--- src/sv/pes_pkg.sv ---
// ----------------------------------------------------------------------------
// Piecewise exponential sampler package
// Shared constants, codes and the controller/datapath command types.
// ----------------------------------------------------------------------------
package pes_pkg;

	// Default structural sizes
	localparam int MAX_INTERVALS_DEF = 16;
	localparam int FRAC_BITS_DEF     = 16;

	// Fixed field widths
	localparam int WORD_W  = 32;
	localparam int IDX_IN_W = 4;
	localparam int CNT_W   = 5;
	localparam int ENTRY_W = 3 * WORD_W;

	// Quotient bits produced by the divider and its counter width
	localparam int QBITS   = WORD_W;
	localparam int QCNT_W  = $clog2(QBITS);

	// Item action codes
	localparam logic ACT_WRITE  = 1'b0;
	localparam logic ACT_SAMPLE = 1'b1;

	// Controller to datapath commands
	typedef struct packed {
		logic wr_entry;    // store one interval entry
		logic start;       // latch draw, set up search bounds
		logic issue_mid;   // read entry at search midpoint
		logic step_cmp;    // narrow search bounds from read data
		logic issue_lo;    // read entry at converged index
		logic issue_final; // pick final interval, read it
		logic load_div;    // form dividend, check saturation
		logic div_step;    // one restoring division step
		logic load_out;    // capture result into output register
	} pes_cmd_t;

	// Datapath to controller status
	typedef struct packed {
		logic search_done; // lower bound reached upper bound
		logic early_sat;   // zero rate or quotient overflow
	} pes_sts_t;

endpackage

--- src/sv/pes_in_if.sv ---
// ----------------------------------------------------------------------------
// Sampler input channel
// Valid/ready channel carrying write and sample items.
// ----------------------------------------------------------------------------
interface pes_in_if;
	import pes_pkg::*;

	logic                valid;
	logic                ready;
	logic                action;
	logic [IDX_IN_W-1:0] entry_index;
	logic [WORD_W-1:0]   entry_cum_hazard;
	logic [WORD_W-1:0]   entry_start_time;
	logic [WORD_W-1:0]   entry_rate;
	logic [WORD_W-1:0]   unit_draw;

	modport source (
		output valid, action, entry_index, entry_cum_hazard, entry_start_time,
		       entry_rate, unit_draw,
		input  ready
	);

	modport sink (
		input  valid, action, entry_index, entry_cum_hazard, entry_start_time,
		       entry_rate, unit_draw,
		output ready
	);

endinterface

--- src/sv/pes_out_if.sv ---
// ----------------------------------------------------------------------------
// Sampler result channel
// Valid/ready channel carrying one sampled event time per sample item.
// ----------------------------------------------------------------------------
interface pes_out_if;
	import pes_pkg::*;

	logic                valid;
	logic                ready;
	logic [WORD_W-1:0]   sample_time;
	logic [IDX_IN_W-1:0] chosen_interval;
	logic                saturated;

	modport source (
		output valid, sample_time, chosen_interval, saturated,
		input  ready
	);

	modport sink (
		input  valid, sample_time, chosen_interval, saturated,
		output ready
	);

endinterface

--- src/sv/pes_datapath.sv ---
// ----------------------------------------------------------------------------
// Sampler datapath
// Interval entry memory, binary search bounds, restoring divider and
// result register.
// ----------------------------------------------------------------------------
module pes_datapath import pes_pkg::*; #(
	parameter int MAX_INTERVALS = MAX_INTERVALS_DEF,
	parameter int FRAC_BITS     = FRAC_BITS_DEF
) (
	input  logic                clk,
	input  logic                arst_n,
	input  pes_cmd_t            cmd,
	output pes_sts_t            sts,
	input  logic [CNT_W-1:0]    interval_count,
	input  logic [IDX_IN_W-1:0] entry_index,
	input  logic [WORD_W-1:0]   entry_cum_hazard,
	input  logic [WORD_W-1:0]   entry_start_time,
	input  logic [WORD_W-1:0]   entry_rate,
	input  logic [WORD_W-1:0]   unit_draw,
	output logic [WORD_W-1:0]   sample_time,
	output logic [IDX_IN_W-1:0] chosen_interval,
	output logic                saturated
);

	localparam int IDX_W = (MAX_INTERVALS > 1) ? $clog2(MAX_INTERVALS) : 1;
	localparam int NW    = 9;

	// Entry memory: {cum_hazard, start_time, rate}
	logic [ENTRY_W-1:0] entry_mem_q [MAX_INTERVALS];
	logic [ENTRY_W-1:0] rd_q;

	logic [IDX_W-1:0]  lo_q, hi_q, mid_q, k_q;
	logic [WORD_W-1:0] draw_q;
	logic              one_q;

	logic [WORD_W-1:0] rem_q, quo_q, rate_q, start_q;
	logic              sat_q;

	// Write address, widened then cut to the memory depth
	logic [IDX_W+IDX_IN_W-1:0] wr_wide;
	logic [IDX_W-1:0]          wr_addr;
	logic                      wr_ok;

	assign wr_wide = (IDX_W+IDX_IN_W)'(entry_index);
	assign wr_addr = wr_wide[IDX_W-1:0];
	assign wr_ok   = (32'(entry_index) < 32'(MAX_INTERVALS));

	// Intervals in use, clamped to 1..MAX_INTERVALS
	logic [NW-1:0]    n_use;
	logic [NW-1:0]    n_m1;
	always_comb begin
		n_use = (interval_count == '0) ? NW'(1) : NW'(interval_count);
		if (n_use > NW'(MAX_INTERVALS))
			n_use = NW'(MAX_INTERVALS);
		n_m1 = n_use - NW'(1);
	end

	// Search midpoint
	logic [IDX_W:0]   mid_sum;
	logic [IDX_W-1:0] mid_w;
	assign mid_sum = ({1'b0, lo_q} + {1'b0, hi_q}) >> 1;
	assign mid_w   = mid_sum[IDX_W-1:0];

	// Fields of the last read entry
	logic [WORD_W-1:0] rd_cum, rd_start, rd_rate;
	assign rd_cum   = rd_q[ENTRY_W-1 -: WORD_W];
	assign rd_start = rd_q[2*WORD_W-1 -: WORD_W];
	assign rd_rate  = rd_q[WORD_W-1:0];

	// Final interval: step back once if the converged entry lies above the draw
	logic [IDX_W-1:0] k_next;
	assign k_next = (rd_cum > draw_q && lo_q != '0) ? lo_q - IDX_W'(1) : lo_q;

	// Read address select
	logic [IDX_W-1:0] rd_addr;
	logic             rd_en;
	always_comb begin
		rd_en   = cmd.issue_mid | cmd.issue_lo | cmd.issue_final;
		rd_addr = lo_q;
		if (cmd.issue_mid)
			rd_addr = mid_w;
		else if (cmd.issue_final)
			rd_addr = k_next;
	end

	// Memory write and registered read
	always_ff @(posedge clk) begin
		if (cmd.wr_entry && wr_ok)
			entry_mem_q[wr_addr] <= {entry_cum_hazard, entry_start_time, entry_rate};
		if (rd_en)
			rd_q <= entry_mem_q[rd_addr];
	end

	// Dividend and saturation check
	logic [WORD_W-1:0]   diff;
	logic [2*WORD_W-1:0] num;
	logic                div_ovf, rate_zero;
	always_comb begin
		if (one_q)
			diff = draw_q;
		else if (draw_q >= rd_cum)
			diff = draw_q - rd_cum;
		else
			diff = '0;
		num       = (2*WORD_W)'(diff) << FRAC_BITS;
		rate_zero = (rd_rate == '0);
		div_ovf   = (num >= {rd_rate, {WORD_W{1'b0}}});
	end

	assign sts.search_done = !(lo_q < hi_q);
	assign sts.early_sat   = rate_zero | div_ovf;

	// Restoring division step
	logic [WORD_W:0]   trial;
	logic              qbit;
	logic [WORD_W:0]   trial_sub;
	assign trial     = {rem_q, quo_q[WORD_W-1]};
	assign qbit      = (trial >= {1'b0, rate_q});
	assign trial_sub = trial - {1'b0, rate_q};

	// Search, division and operand registers
	always_ff @(posedge clk) begin
		if (cmd.start) begin
			draw_q <= unit_draw;
			lo_q   <= '0;
			hi_q   <= n_m1[IDX_W-1:0];
			one_q  <= (n_use == NW'(1));
		end
		if (cmd.issue_mid)
			mid_q <= mid_w;
		if (cmd.step_cmp) begin
			if (rd_cum <= draw_q)
				lo_q <= mid_q + IDX_W'(1);
			else
				hi_q <= mid_q;
		end
		if (cmd.issue_final)
			k_q <= k_next;
		if (cmd.load_div) begin
			rem_q   <= num[2*WORD_W-1:WORD_W];
			quo_q   <= num[WORD_W-1:0];
			rate_q  <= rd_rate;
			start_q <= one_q ? '0 : rd_start;
			sat_q   <= rate_zero | div_ovf;
		end
		if (cmd.div_step) begin
			quo_q <= {quo_q[WORD_W-2:0], qbit};
			rem_q <= qbit ? trial_sub[WORD_W-1:0] : trial[WORD_W-1:0];
		end
	end

	// Offset by start time, saturate on carry
	logic [WORD_W:0]           sum;
	logic                      sat_out;
	logic [IDX_W+IDX_IN_W-1:0] k_wide;
	assign sum     = {1'b0, start_q} + {1'b0, quo_q};
	assign sat_out = sat_q | sum[WORD_W];
	assign k_wide  = (IDX_W+IDX_IN_W)'(k_q);

	// Result register
	always_ff @(posedge clk or negedge arst_n) begin
		if (!arst_n) begin
			sample_time     <= '0;
			chosen_interval <= '0;
			saturated       <= 1'b0;
		end else if (cmd.load_out) begin
			sample_time     <= sat_out ? {WORD_W{1'b1}} : sum[WORD_W-1:0];
			chosen_interval <= k_wide[IDX_IN_W-1:0];
			saturated       <= sat_out;
		end
	end

endmodule

--- src/sv/pes_ctrl.sv ---
// ----------------------------------------------------------------------------
// Sampler controller
// Sequences search, division and result handoff; holds the interval count.
// ----------------------------------------------------------------------------
module pes_ctrl import pes_pkg::*; (
	input  logic             clk,
	input  logic             arst_n,
	input  logic             in_valid,
	input  logic             in_action,
	output logic             in_ready,
	output logic             out_valid,
	input  logic             out_ready,
	input  logic             cfg_wr_en,
	input  logic [CNT_W-1:0] cfg_wr_data,
	output logic [CNT_W-1:0] interval_count,
	output pes_cmd_t         cmd,
	input  pes_sts_t         sts
);

	localparam logic [2:0] ST_IDLE   = 3'd0;
	localparam logic [2:0] ST_SEARCH = 3'd1;
	localparam logic [2:0] ST_SCMP   = 3'd2;
	localparam logic [2:0] ST_FETCH  = 3'd3;
	localparam logic [2:0] ST_LOAD   = 3'd4;
	localparam logic [2:0] ST_DIV    = 3'd5;
	localparam logic [2:0] ST_FIN    = 3'd6;

	logic [2:0]        state_q, state_d;
	logic [QCNT_W-1:0] cnt_q;
	logic              out_valid_q;
	logic [CNT_W-1:0]  count_q;
	logic              accept, slot_free;

	assign in_ready       = (state_q == ST_IDLE);
	assign accept         = in_valid && in_ready;
	assign out_valid      = out_valid_q;
	assign interval_count = count_q;
	assign slot_free      = !out_valid_q || out_ready;

	// Next state and commands
	always_comb begin
		state_d = state_q;
		cmd     = '0;
		unique case (state_q)
			ST_IDLE: begin
				if (accept && in_action == ACT_WRITE)
					cmd.wr_entry = 1'b1;
				if (accept && in_action == ACT_SAMPLE) begin
					cmd.start = 1'b1;
					state_d   = ST_SEARCH;
				end
			end
			ST_SEARCH: begin
				if (sts.search_done) begin
					cmd.issue_lo = 1'b1;
					state_d      = ST_FETCH;
				end else begin
					cmd.issue_mid = 1'b1;
					state_d       = ST_SCMP;
				end
			end
			ST_SCMP: begin
				cmd.step_cmp = 1'b1;
				state_d      = ST_SEARCH;
			end
			ST_FETCH: begin
				cmd.issue_final = 1'b1;
				state_d         = ST_LOAD;
			end
			ST_LOAD: begin
				cmd.load_div = 1'b1;
				state_d      = sts.early_sat ? ST_FIN : ST_DIV;
			end
			ST_DIV: begin
				cmd.div_step = 1'b1;
				if (cnt_q == '0)
					state_d = ST_FIN;
			end
			ST_FIN: begin
				if (slot_free) begin
					cmd.load_out = 1'b1;
					state_d      = ST_IDLE;
				end
			end
			default: state_d = ST_IDLE;
		endcase
	end

	// State, divider count, output valid, interval count
	always_ff @(posedge clk or negedge arst_n) begin
		if (!arst_n) begin
			state_q     <= ST_IDLE;
			cnt_q       <= '0;
			out_valid_q <= 1'b0;
			count_q     <= CNT_W'(1);
		end else begin
			state_q <= state_d;
			if (cmd.load_div)
				cnt_q <= QCNT_W'(QBITS - 1);
			else if (cmd.div_step)
				cnt_q <= cnt_q - QCNT_W'(1);
			if (cmd.load_out)
				out_valid_q <= 1'b1;
			else if (out_ready)
				out_valid_q <= 1'b0;
			if (cfg_wr_en)
				count_q <= cfg_wr_data;
		end
	end

`ifndef SYNTHESIS
	a_load_slot_free: assert property (@(posedge clk) disable iff (!arst_n)
		cmd.load_out |-> slot_free)
		else $error("result loaded while output register busy");

	a_one_read: assert property (@(posedge clk) disable iff (!arst_n)
		$onehot0({cmd.issue_mid, cmd.issue_lo, cmd.issue_final}))
		else $error("more than one entry read issued");

	a_div_end: assert property (@(posedge clk) disable iff (!arst_n)
		(state_q == ST_DIV && cnt_q == '0) |=> (state_q == ST_FIN))
		else $error("divider did not finish after last step");

	a_sample_start: assert property (@(posedge clk) disable iff (!arst_n)
		(accept && in_action == ACT_SAMPLE) |=> (state_q == ST_SEARCH && !in_ready))
		else $error("sample not started after acceptance");
`endif

endmodule

--- src/sv/piecewise_exponential_sampler_core.sv ---
// A zero rate or quotient overflow skips the radix-2 divider. A write item is
// stored as it is accepted. One sample is in flight at a time; a finished
// result waits in the output register. Reset clears control, sets
// interval_count to 1; tables unset.
// ----------------------------------------------------------------------------
// Piecewise exponential sampler core
// Maps a unit-exponential draw to an event time under a piecewise-constant
// hazard by binary search over interval entries and fixed-point division.
// ----------------------------------------------------------------------------
module piecewise_exponential_sampler_core import pes_pkg::*; #(
	parameter int MAX_INTERVALS = MAX_INTERVALS_DEF,
	parameter int FRAC_BITS     = FRAC_BITS_DEF
) (
	input  logic             clk,
	input  logic             arst_n,
	input  logic             cfg_wr_en,
	input  logic [CNT_W-1:0] cfg_wr_data,
	pes_in_if.sink           in_ch,
	pes_out_if.source        out_ch
);

	pes_cmd_t         cmd;
	pes_sts_t         sts;
	logic [CNT_W-1:0] interval_count;

	// Sequencing
	pes_ctrl u_ctrl (
		.clk            (clk),
		.arst_n         (arst_n),
		.in_valid       (in_ch.valid),
		.in_action      (in_ch.action),
		.in_ready       (in_ch.ready),
		.out_valid      (out_ch.valid),
		.out_ready      (out_ch.ready),
		.cfg_wr_en      (cfg_wr_en),
		.cfg_wr_data    (cfg_wr_data),
		.interval_count (interval_count),
		.cmd            (cmd),
		.sts            (sts)
	);

	// Storage and arithmetic
	pes_datapath #(
		.MAX_INTERVALS (MAX_INTERVALS),
		.FRAC_BITS     (FRAC_BITS)
	) u_datapath (
		.clk              (clk),
		.arst_n           (arst_n),
		.cmd              (cmd),
		.sts              (sts),
		.interval_count   (interval_count),
		.entry_index      (in_ch.entry_index),
		.entry_cum_hazard (in_ch.entry_cum_hazard),
		.entry_start_time (in_ch.entry_start_time),
		.entry_rate       (in_ch.entry_rate),
		.unit_draw        (in_ch.unit_draw),
		.sample_time      (out_ch.sample_time),
		.chosen_interval  (out_ch.chosen_interval),
		.saturated        (out_ch.saturated)
	);

endmodule
--- src/flat_wrapper.sv ---
// flat-port wrapper written by rule: the top's interface ports become plain ports
module piecewise_exponential_sampler_core_flat import pes_pkg::*;
#(
	parameter int MAX_INTERVALS = MAX_INTERVALS_DEF,
	parameter int FRAC_BITS     = FRAC_BITS_DEF
)
  (clk, arst_n, cfg_wr_en, cfg_wr_data, in_ch_valid, in_ch_action, in_ch_entry_index, in_ch_entry_cum_hazard, in_ch_entry_start_time, in_ch_entry_rate, in_ch_unit_draw, in_ch_ready, out_ch_valid, out_ch_sample_time, out_ch_chosen_interval, out_ch_saturated, out_ch_ready);
  pes_in_if in_ch_i ();
  pes_out_if out_ch_i ();
  input  logic clk;
  input  logic arst_n;
  input  logic cfg_wr_en;
  input  logic [CNT_W-1:0] cfg_wr_data;
  input wire logic [$bits(in_ch_i.valid)-1:0] in_ch_valid;
  input wire logic [$bits(in_ch_i.action)-1:0] in_ch_action;
  input wire logic [$bits(in_ch_i.entry_index)-1:0] in_ch_entry_index;
  input wire logic [$bits(in_ch_i.entry_cum_hazard)-1:0] in_ch_entry_cum_hazard;
  input wire logic [$bits(in_ch_i.entry_start_time)-1:0] in_ch_entry_start_time;
  input wire logic [$bits(in_ch_i.entry_rate)-1:0] in_ch_entry_rate;
  input wire logic [$bits(in_ch_i.unit_draw)-1:0] in_ch_unit_draw;
  output wire logic [$bits(in_ch_i.ready)-1:0] in_ch_ready;
  output wire logic [$bits(out_ch_i.valid)-1:0] out_ch_valid;
  output wire logic [$bits(out_ch_i.sample_time)-1:0] out_ch_sample_time;
  output wire logic [$bits(out_ch_i.chosen_interval)-1:0] out_ch_chosen_interval;
  output wire logic [$bits(out_ch_i.saturated)-1:0] out_ch_saturated;
  input wire logic [$bits(out_ch_i.ready)-1:0] out_ch_ready;
  assign in_ch_i.valid = in_ch_valid;
  assign in_ch_i.action = in_ch_action;
  assign in_ch_i.entry_index = in_ch_entry_index;
  assign in_ch_i.entry_cum_hazard = in_ch_entry_cum_hazard;
  assign in_ch_i.entry_start_time = in_ch_entry_start_time;
  assign in_ch_i.entry_rate = in_ch_entry_rate;
  assign in_ch_i.unit_draw = in_ch_unit_draw;
  assign in_ch_ready = in_ch_i.ready;
  assign out_ch_valid = out_ch_i.valid;
  assign out_ch_sample_time = out_ch_i.sample_time;
  assign out_ch_chosen_interval = out_ch_i.chosen_interval;
  assign out_ch_saturated = out_ch_i.saturated;
  assign out_ch_i.ready = out_ch_ready;
  piecewise_exponential_sampler_core #(.MAX_INTERVALS(MAX_INTERVALS), .FRAC_BITS(FRAC_BITS)) u_core (.clk(clk), .arst_n(arst_n), .cfg_wr_en(cfg_wr_en), .cfg_wr_data(cfg_wr_data), .in_ch(in_ch_i), .out_ch(out_ch_i));
endmodule
--- config.mk ---
export PLATFORM = sky130hd
export DESIGN_NAME = piecewise_exponential_sampler_core_flat
export DESIGN_NICKNAME = d
export VERILOG_FILES = /design/src/sv/pes_pkg.sv /design/src/sv/pes_in_if.sv /design/src/sv/pes_out_if.sv /design/src/sv/pes_datapath.sv /design/src/sv/pes_ctrl.sv /design/src/sv/piecewise_exponential_sampler_core.sv /design/src/flat_wrapper.sv
export SDC_FILE = /design/constraint.sdc
export NUM_CORES = 2
export LEC_CHECK = 0
export ABC_CLOCK_PERIOD_IN_PS = 19500
export BUFFER_PORTS_ARGS = -buffer_cell sky130_fd_sc_hd__buf_4
export CAP_MARGIN = 20
export CORE_MARGIN = 2
export CORE_UTILIZATION = 55
export CTS_CLUSTER_DIAMETER = 50
export CTS_CLUSTER_SIZE = 10
export DETAILED_ROUTE_END_ITERATION = 8
export GPL_TIMING_DRIVEN = 0
export PLACE_DENSITY_LB_ADDON = 0.15
export RECOVER_POWER = 50
export SYNTH_ARGS = -nofsm -noshare
export SYNTH_HDL_FRONTEND = slang
export SYNTH_SLANG_ARGS = --single-unit
export TNS_END_PERCENT = 30
--- constraint.sdc ---
create_clock -name clk -period 19.5 [get_ports clk]
set_clock_uncertainty 0.2 [all_clocks]
set_input_delay 0.975 -clock clk [delete_from_list [all_inputs] [get_ports clk]]
set_output_delay 0.975 -clock clk [all_outputs]
set_load 0.02 [all_outputs]
# == Yosys cells after proc, flatten, opt, wreduce, memory -nomap -nowiden ==
# Memory sizes are Yosys's and may differ from the RTL's. A register that Yosys moved wholly into a read port is not among the register bits.
# Cells that the tools add are included.
# word_totals
regBits,229
ram_bits,1536
inputBits,143
output_inout_bits,39
elab_cells,107
mem_count,1
# op_classes
add_sub_neg,8
magnitude_cmp,7
eq_ne,10
mux,44
bitwise_logic,5
n_reduce_logical,14
# mem_list
name,words,word_bits,rd,rd_clocked_by_memory_dff,write_ports,line_no,rtl
u_core.u_datapath.entry_mem_q,16,96,1,1,1,pes_datapath.sv:29,logic [ENTRY_W-1:0] entry_mem_q [MAX_INTERVALS];
# op_table
op,count
2-to-1 mux 32 bit,8
greater-or-equal comparator 48 x 64 -> 1 bit,1
subtractor 32 bit,2
2-to-1 mux 4 bit,9
adder 32 x 32 -> 33 bit,1
greater-or-equal comparator 33 x 32 -> 1 bit,1
greater-or-equal comparator 32 bit,1
> comparator 32 bit,1
<= comparator 32 bit,1
zero test 32 bit,1
case mux 3 bit (7 select lines),1
2-to-1 mux 5 bit,4
2-to-1 mux 1 bit,17
zero test 5 bit,2
"equality test 3 bit, second input constant",3
2-to-1 mux 3 bit,3
"subtractor 4 x 1 -> 4 bit, second input constant",2
"equality test 3 x 2 -> 1 bit, second input constant",2
adder 4 x 4 -> 5 bit,1
"equality test 5 x 1 -> 1 bit, second input constant",1
"> comparator 5 bit, second input constant",1
"subtractor 5 x 1 -> 5 bit, second input constant",1
"adder 4 x 1 -> 4 bit, second input constant",1
logical AND 1 bit,4
other kinds (13),19

# == Longest topological paths before layout ==
# depth
ltp_word,8
ltp_mapped,25
depth_no_buf,23

# == Cells and area by module ==
# A second synthesis with hierarchy kept.
# unflattened
cells_unflattened,5359
area_unflattened_um2,78078.6
# modules_own_cells
module,n_inst,cells_each,area_per_inst_um2,seq_area_each_um2
pes_datapath,1,5281,77295.4,55197.9
pes_ctrl,1,78,783.3,351.6

# == Least setup slack after synthesis ==
# Ideal clock, no wire load.
# synth_timing
path_kind,register -> register
startpoint,register u_core.u_ctrl.state_q[0]
endpoint,"memory u_core.u_datapath.entry_mem_q[0][0] in the netlist's numbering, enable pin"
setup_time_ns,0.670
arrival_ns,8.336
required_time_ns,18.630
slack_ns,10.295
path_stages_with_launch,6
path_buffers,1
synth_period_minus_slack_ns,9.205
cell_sequence,dfrtp_1 > buf_1 > nor3_1 > nand3b_1 > or3_1 > nor3_1
# synth_between
elab_chain_cells,7
# synth_rtl
element,line_no,rtl
from (decl),pes_ctrl.sv:28,"logic [2:0] state_q, state_d;"
from (signal assigned),pes_ctrl.sv:97,state_q <= state_d;
zero test 3 bit *,pes_ctrl.sv:34,assign in_ready = (state_q == ST_IDLE);
via in_ch_ready,flat_wrapper.sv:21,output wire logic [$bits(in_ch_i.ready)-1:0] in_ch_ready;
logical AND 1 bit,pes_ctrl.sv:35,assign accept = in_valid && in_ready;
logical AND 1 bit,pes_ctrl.sv:46,if (accept && in_action == ACT_WRITE)
2-to-1 mux 1 bit,pes_ctrl.sv:46,
2-to-1 mux 2 bit *,pes_ctrl.sv:44,unique case (state_q)
2-to-1 mux 1 bit *,pes_datapath.sv:88,if (cmd.wr_entry && wr_ok)
2-to-1 mux 1 bit (implied by the code) *,pes_datapath.sv:89,"entry_mem_q[wr_addr] <= {entry_cum_hazard, entry_start_time, entry_rate};"
to (decl),pes_datapath.sv:29,
# Mark *: on every way through the listed nets, which the timed path passes. The rest lies on a longest branch.

# == Worst setup path after layout ==
# layout_timing
startpoint,"register u_core.u_datapath.rd_q[64], read port of u_core.u_datapath.entry_mem_q"
endpoint,"register u_core.u_datapath.rd_q[5], read port of u_core.u_datapath.entry_mem_q, data pin"
# layout_between
elab_chain_cells,5
# layout_rtl
element,line_no,rtl
from (decl),pes_datapath.sv:30,logic [ENTRY_W-1:0] rd_q;
> comparator 32 bit,pes_datapath.sv:72,assign k_next = (rd_cum > draw_q && lo_q != '0) ? lo_q - IDX_W'(1) : lo_q;
logical AND 1 bit,pes_datapath.sv:72,
2-to-1 mux 4 bit,pes_datapath.sv:72,
2-to-1 mux 4 bit,pes_datapath.sv:82,else if (cmd.issue_final)
2-to-1 mux 4 bit,pes_datapath.sv:80,if (cmd.issue_mid)
# No other way between the ends.
# A chain may end at the register's enable or synchronous reset.

==> results by group <==
Worst setup path
  – Critical Path Sink Type: flip-flop
  – Worst r2r dst: u_core.u_datapath.rd_q[5]
  – Delay-heaviest family, CP: buffers and inverters
  – Startpoint types: flip-flop
  – Slowest CP cell: buf_2
  – WP data required: 19.77 ns
  – Crit-path max FO: 12
  – WP buf/inv: 4
  – Kind of critical path: flip-flop to flip-flop
  – Crit-path cells: ha_1 > inv_1 > fa_1 > a211oi_1 > nor4_1 > nor2_1 > a21oi_4 > o211a_1 > or3_1 > nand3_1 > buf_2 > buf_2 > clkbuf_1 > nand3_1 > o211ai_1 > o2111ai_1
  – CP Data Arrival Time: 7.16 ns
  – Register-to-register setup slack: 12.61 ns
  – Reg2reg path depth: 16
  – Critical Path Max Stage Delay: 0.81 ns
  – Worst reg2reg startpoint: u_core.u_datapath.rd_q[64]

Route
  – 1st-iter DRT viols: 6335
  – Vias: 52390
  – Remaining antenna violation count: 0
  – Routed WL: 234800 µm
  – Routed WL per cell: 29.60 µm
  – Via-per-instance ratio: 6.603
  – DRC viols: 0
  – TritonRoute pass-1 iters: 8

Synth
  – Ys Warns: 0
  – Post-synth top cells: edfxtp_1 (1802), mux2_2 (398), clkbuf_1 (366)
  – Post-synthesis net count: 5714
  – Synth area leaders: edfxtp_1 (67%), mux2_2 (5.6%), o2111ai_1 (3.1%)
  – Seq/Total Area, Yosys: 68.79%
  – Main flop type after synthesis: edfxtp_1
  – Asr flop ratio synth: 2.740%
  – Most numerous cell in the Yosys netlist: edfxtp_1
  – Synth Cell Area: 80750 µm²
  – Post-synth cell types: 76
  – Avg Inst Size Synth: 14.84 µm²
  – FF+latch count, synth: 1861
  – Post-Synthesis Cells: 5443
  – Area leader, netlist: edfxtp_1
  – Post-synth top area share: 67.01%
  – Post-synth EDFFs: 1802

Global route
  – Vias in the first global route: 50950
  – Largest net degree at the start of global routing: 53
  – GRT Total Usage: 30.89%
  – First-pass GRT wire length: 339900 µm
  – Global route overflow: 0
  – Initial antenna violation count: 34

STA
  – Max-slew violation count: 251
  – Final Hold Viols: 0
  – Setup violations, final: 0
  – Relative max-transition margin: -119.0%
  – Worst slew pin tran: 3.285 ns
  – RSZ-0062 raised after global routing: no
  – Setup slack after layout: 12.61 ns
  – Tmin final: 6.891 ns
  – Fmax: 145.1 MHz
  – Crit share post-route: 35.34%
  – Final setup TNS: 0 ns

Power
  – Flop pwr share: 32.4%
  – Internal power: 9.258 mW
  – Leakage dissipation: 30.51 nW
  – Peak supply drop: 0.0001263 V
  – Comb power frac: 45.7%
  – Sw Share: 41.90%
  – Net Sw Power: 6.678 mW
  – Pwr/cell area: 173.7 nW/µm²
  – Clk pwr share: 21.9%
  – Final Power: 15.94 mW

Hold path
  – Hold Path Class: input port to flip-flop
  – Worst Hold End: u_core.u_datapath.draw_q[9]
  – Worst Hold Depth: 1
  – Hold_sp: in_ch_unit_draw[9]

Floorplanning
  – Core area: 145700 µm²
  – I/O pin total: 182
  – Starting Density: 55.41%
  – Die Wd: 387.2 µm
  – Die H: 387.2 µm
  – Rows: 140
  – Die area: 149900 µm²

CTS
  – CTS clock-pin slew for the worst setup and hold paths: 0.06 ns
  – Clock root buffer master: clkbuf_16
  – Hold_buf cts: 1
  – Post_cts resized: 0
  – CTS tree: yes
  – Setup bufs post-CTS: 0
  – CTS Buf Count: 214
  – CTS Buffer Depth: 3
  – # clock sinks: 1861
  – Htree depth: 4
  – Worst-skew pair later-pin latency: 0.84 ns

Final layout
  – Share of post-route cells with drive strength above 1: 15.40%
  – Layout area overhead: 13.61%
  – Core Util, Final: 62.95%
  – Register area: 55550 µm²
  – Layout fillers: 10750
  – Final nets: 6216
  – Non-filler cells, final: 7934
  – Multi-input combinational cell area: 23060 µm²

Placement
  – Setup WS pre-CTS: 12.96 ns
  – IO buf count: 181
  – Dpl hpwl: 163200 µm
  – Post-placement cell count: 7645
  – Global placer's final weighted congestion: 0.9683

Outcome
  – Status: finished, violations left
  – Failing checks: max-capacitance violations, max-slew violations

Job
  – MaxCap Viol Count: 5
-- cells in the final DEF, fill, tap and decap left out, drive strengths merged, types with 24 or more instances in the layout --
cell	instances
nor2	127
o2111ai	290
nand4	307
o21ai	95
a21oi	139
edfxtp	1802
clkbuf	738
mux2i	204
o211ai	104
nand3	326
a21o	42
o31ai	295
dfrtp	50
nand2	124
xor2	31
ha	124
nor3	51
xnor2	41
nor2b	48
inv	139
buf	216
and2	24
mux2	407
-- area by class of cell --
class	instances	share of cell area (%)
repair buffers	286	2.811
plain buffers	430	1.931
diodes	16	0.04364
clock buffers	239	5.984
well taps	1917	2.614
flip-flops and latches	1861	60.55
inverters	133	0.5455
multi-input cells	3019	25.13
clock inverters	33	0.3887
-- how the worst max path moves through the flow --
stage,from,slack (ns),depth (start not counted),end
3_5_place_dp,u_core.u_datapath.rd_q[64],12.96,16,u_core.u_datapath.rd_q[5]
3_3_place_gp,u_core.u_ctrl.state_q[0],2.80,5,u_core.u_datapath.entry_mem_q[0][67]
2_1_floorplan,u_core.u_ctrl.state_q[0],10.29,5,u_core.u_datapath.entry_mem_q[0][0]
4_1_cts,u_core.u_datapath.rd_q[64],12.89,16,u_core.u_datapath.rd_q[5]
5_1_grt,u_core.u_datapath.rd_q[64],12.42,24,u_core.u_datapath.sat_q
6_report,u_core.u_datapath.rd_q[64],12.61,16,u_core.u_datapath.rd_q[5]
-- registers in the layout (all words and copies together), names as in the netlist, 3 cells and up --
signal and flops:
u_core.u_datapath.entry_mem_q 1536, u_core.u_datapath.rd_q 96, u_core.u_datapath.draw_q 32, u_core.u_datapath.quo_q 32
u_core.u_datapath.rate_q 32, u_core.u_datapath.rem_q 32, u_core.u_datapath.sample_time 32, u_core.u_datapath.start_q 32
u_core.u_ctrl.cnt_q 5, u_core.u_ctrl.interval_count 5, u_core.u_datapath.chosen_interval 4, u_core.u_datapath.hi_q 4
u_core.u_datapath.k_q 4, u_core.u_datapath.lo_q 4, u_core.u_datapath.mid_q 4, u_core.u_ctrl.state_q 3
-- power by group through the flow --
| stage | sequential (mW) | clock (mW) | combinational (mW) |
|---|---|---|---|
| finish | 5.17 | 3.49 | 7.28 |
| detailed placement | 5.21 | 0 | 7.11 |
| global route | 5.18 | 3.67 | 7.71 |
| floorplan | 5.08 | 0 | 4.49 |
| global placement | 5.24 | 0 | 6.99 |
| CTS | 5.13 | 3.52 | 7.16 |
-- logic make-up (layout without fill, tap and decap cells) --
family	count (synthesis)	in the layout	synth area share, %
flip-flops	1861	1861	68.79
AND/OR/NAND/NOR	1098	1098	7.223
XOR/XNOR	72	72	0.7809
other	0	16	0
multiplexers	611	611	8.204
buffers and inverters	563	1121	2.797
AO/OA/AOI/OAI	1110	1110	10.18
adder cells (fa/ha/maj)	128	128	2.020
-- layer usage --
layer / GRT usage [%] / up-vias / share of wire [%]
met3: 7.479 / 527 / 11
met5: 0.09569 / - / 0.058
met1: 43.76 / 25940 / 40
met4: 12.93 / 22 / 4.4
li1: - / 22910 / -
met2: 45.94 / 2996 / 44
-- through the flow --
| step | cell area, µm² | hold WS, ns |
|---|---|---|
| 2_1_floorplan | 80750 | 0.2268 |
| 3_3_place_gp | 84510 | 0.2350 |
| 3_5_place_dp | 86280 | 0.2357 |
| 4_1_cts | 92140 | 0.08754 |
| 5_1_grt | 91730 | 0.1178 |
| 6_report | 91740 | 0.1541 |
No activity file was read; power rests on OpenSTA's default activity.
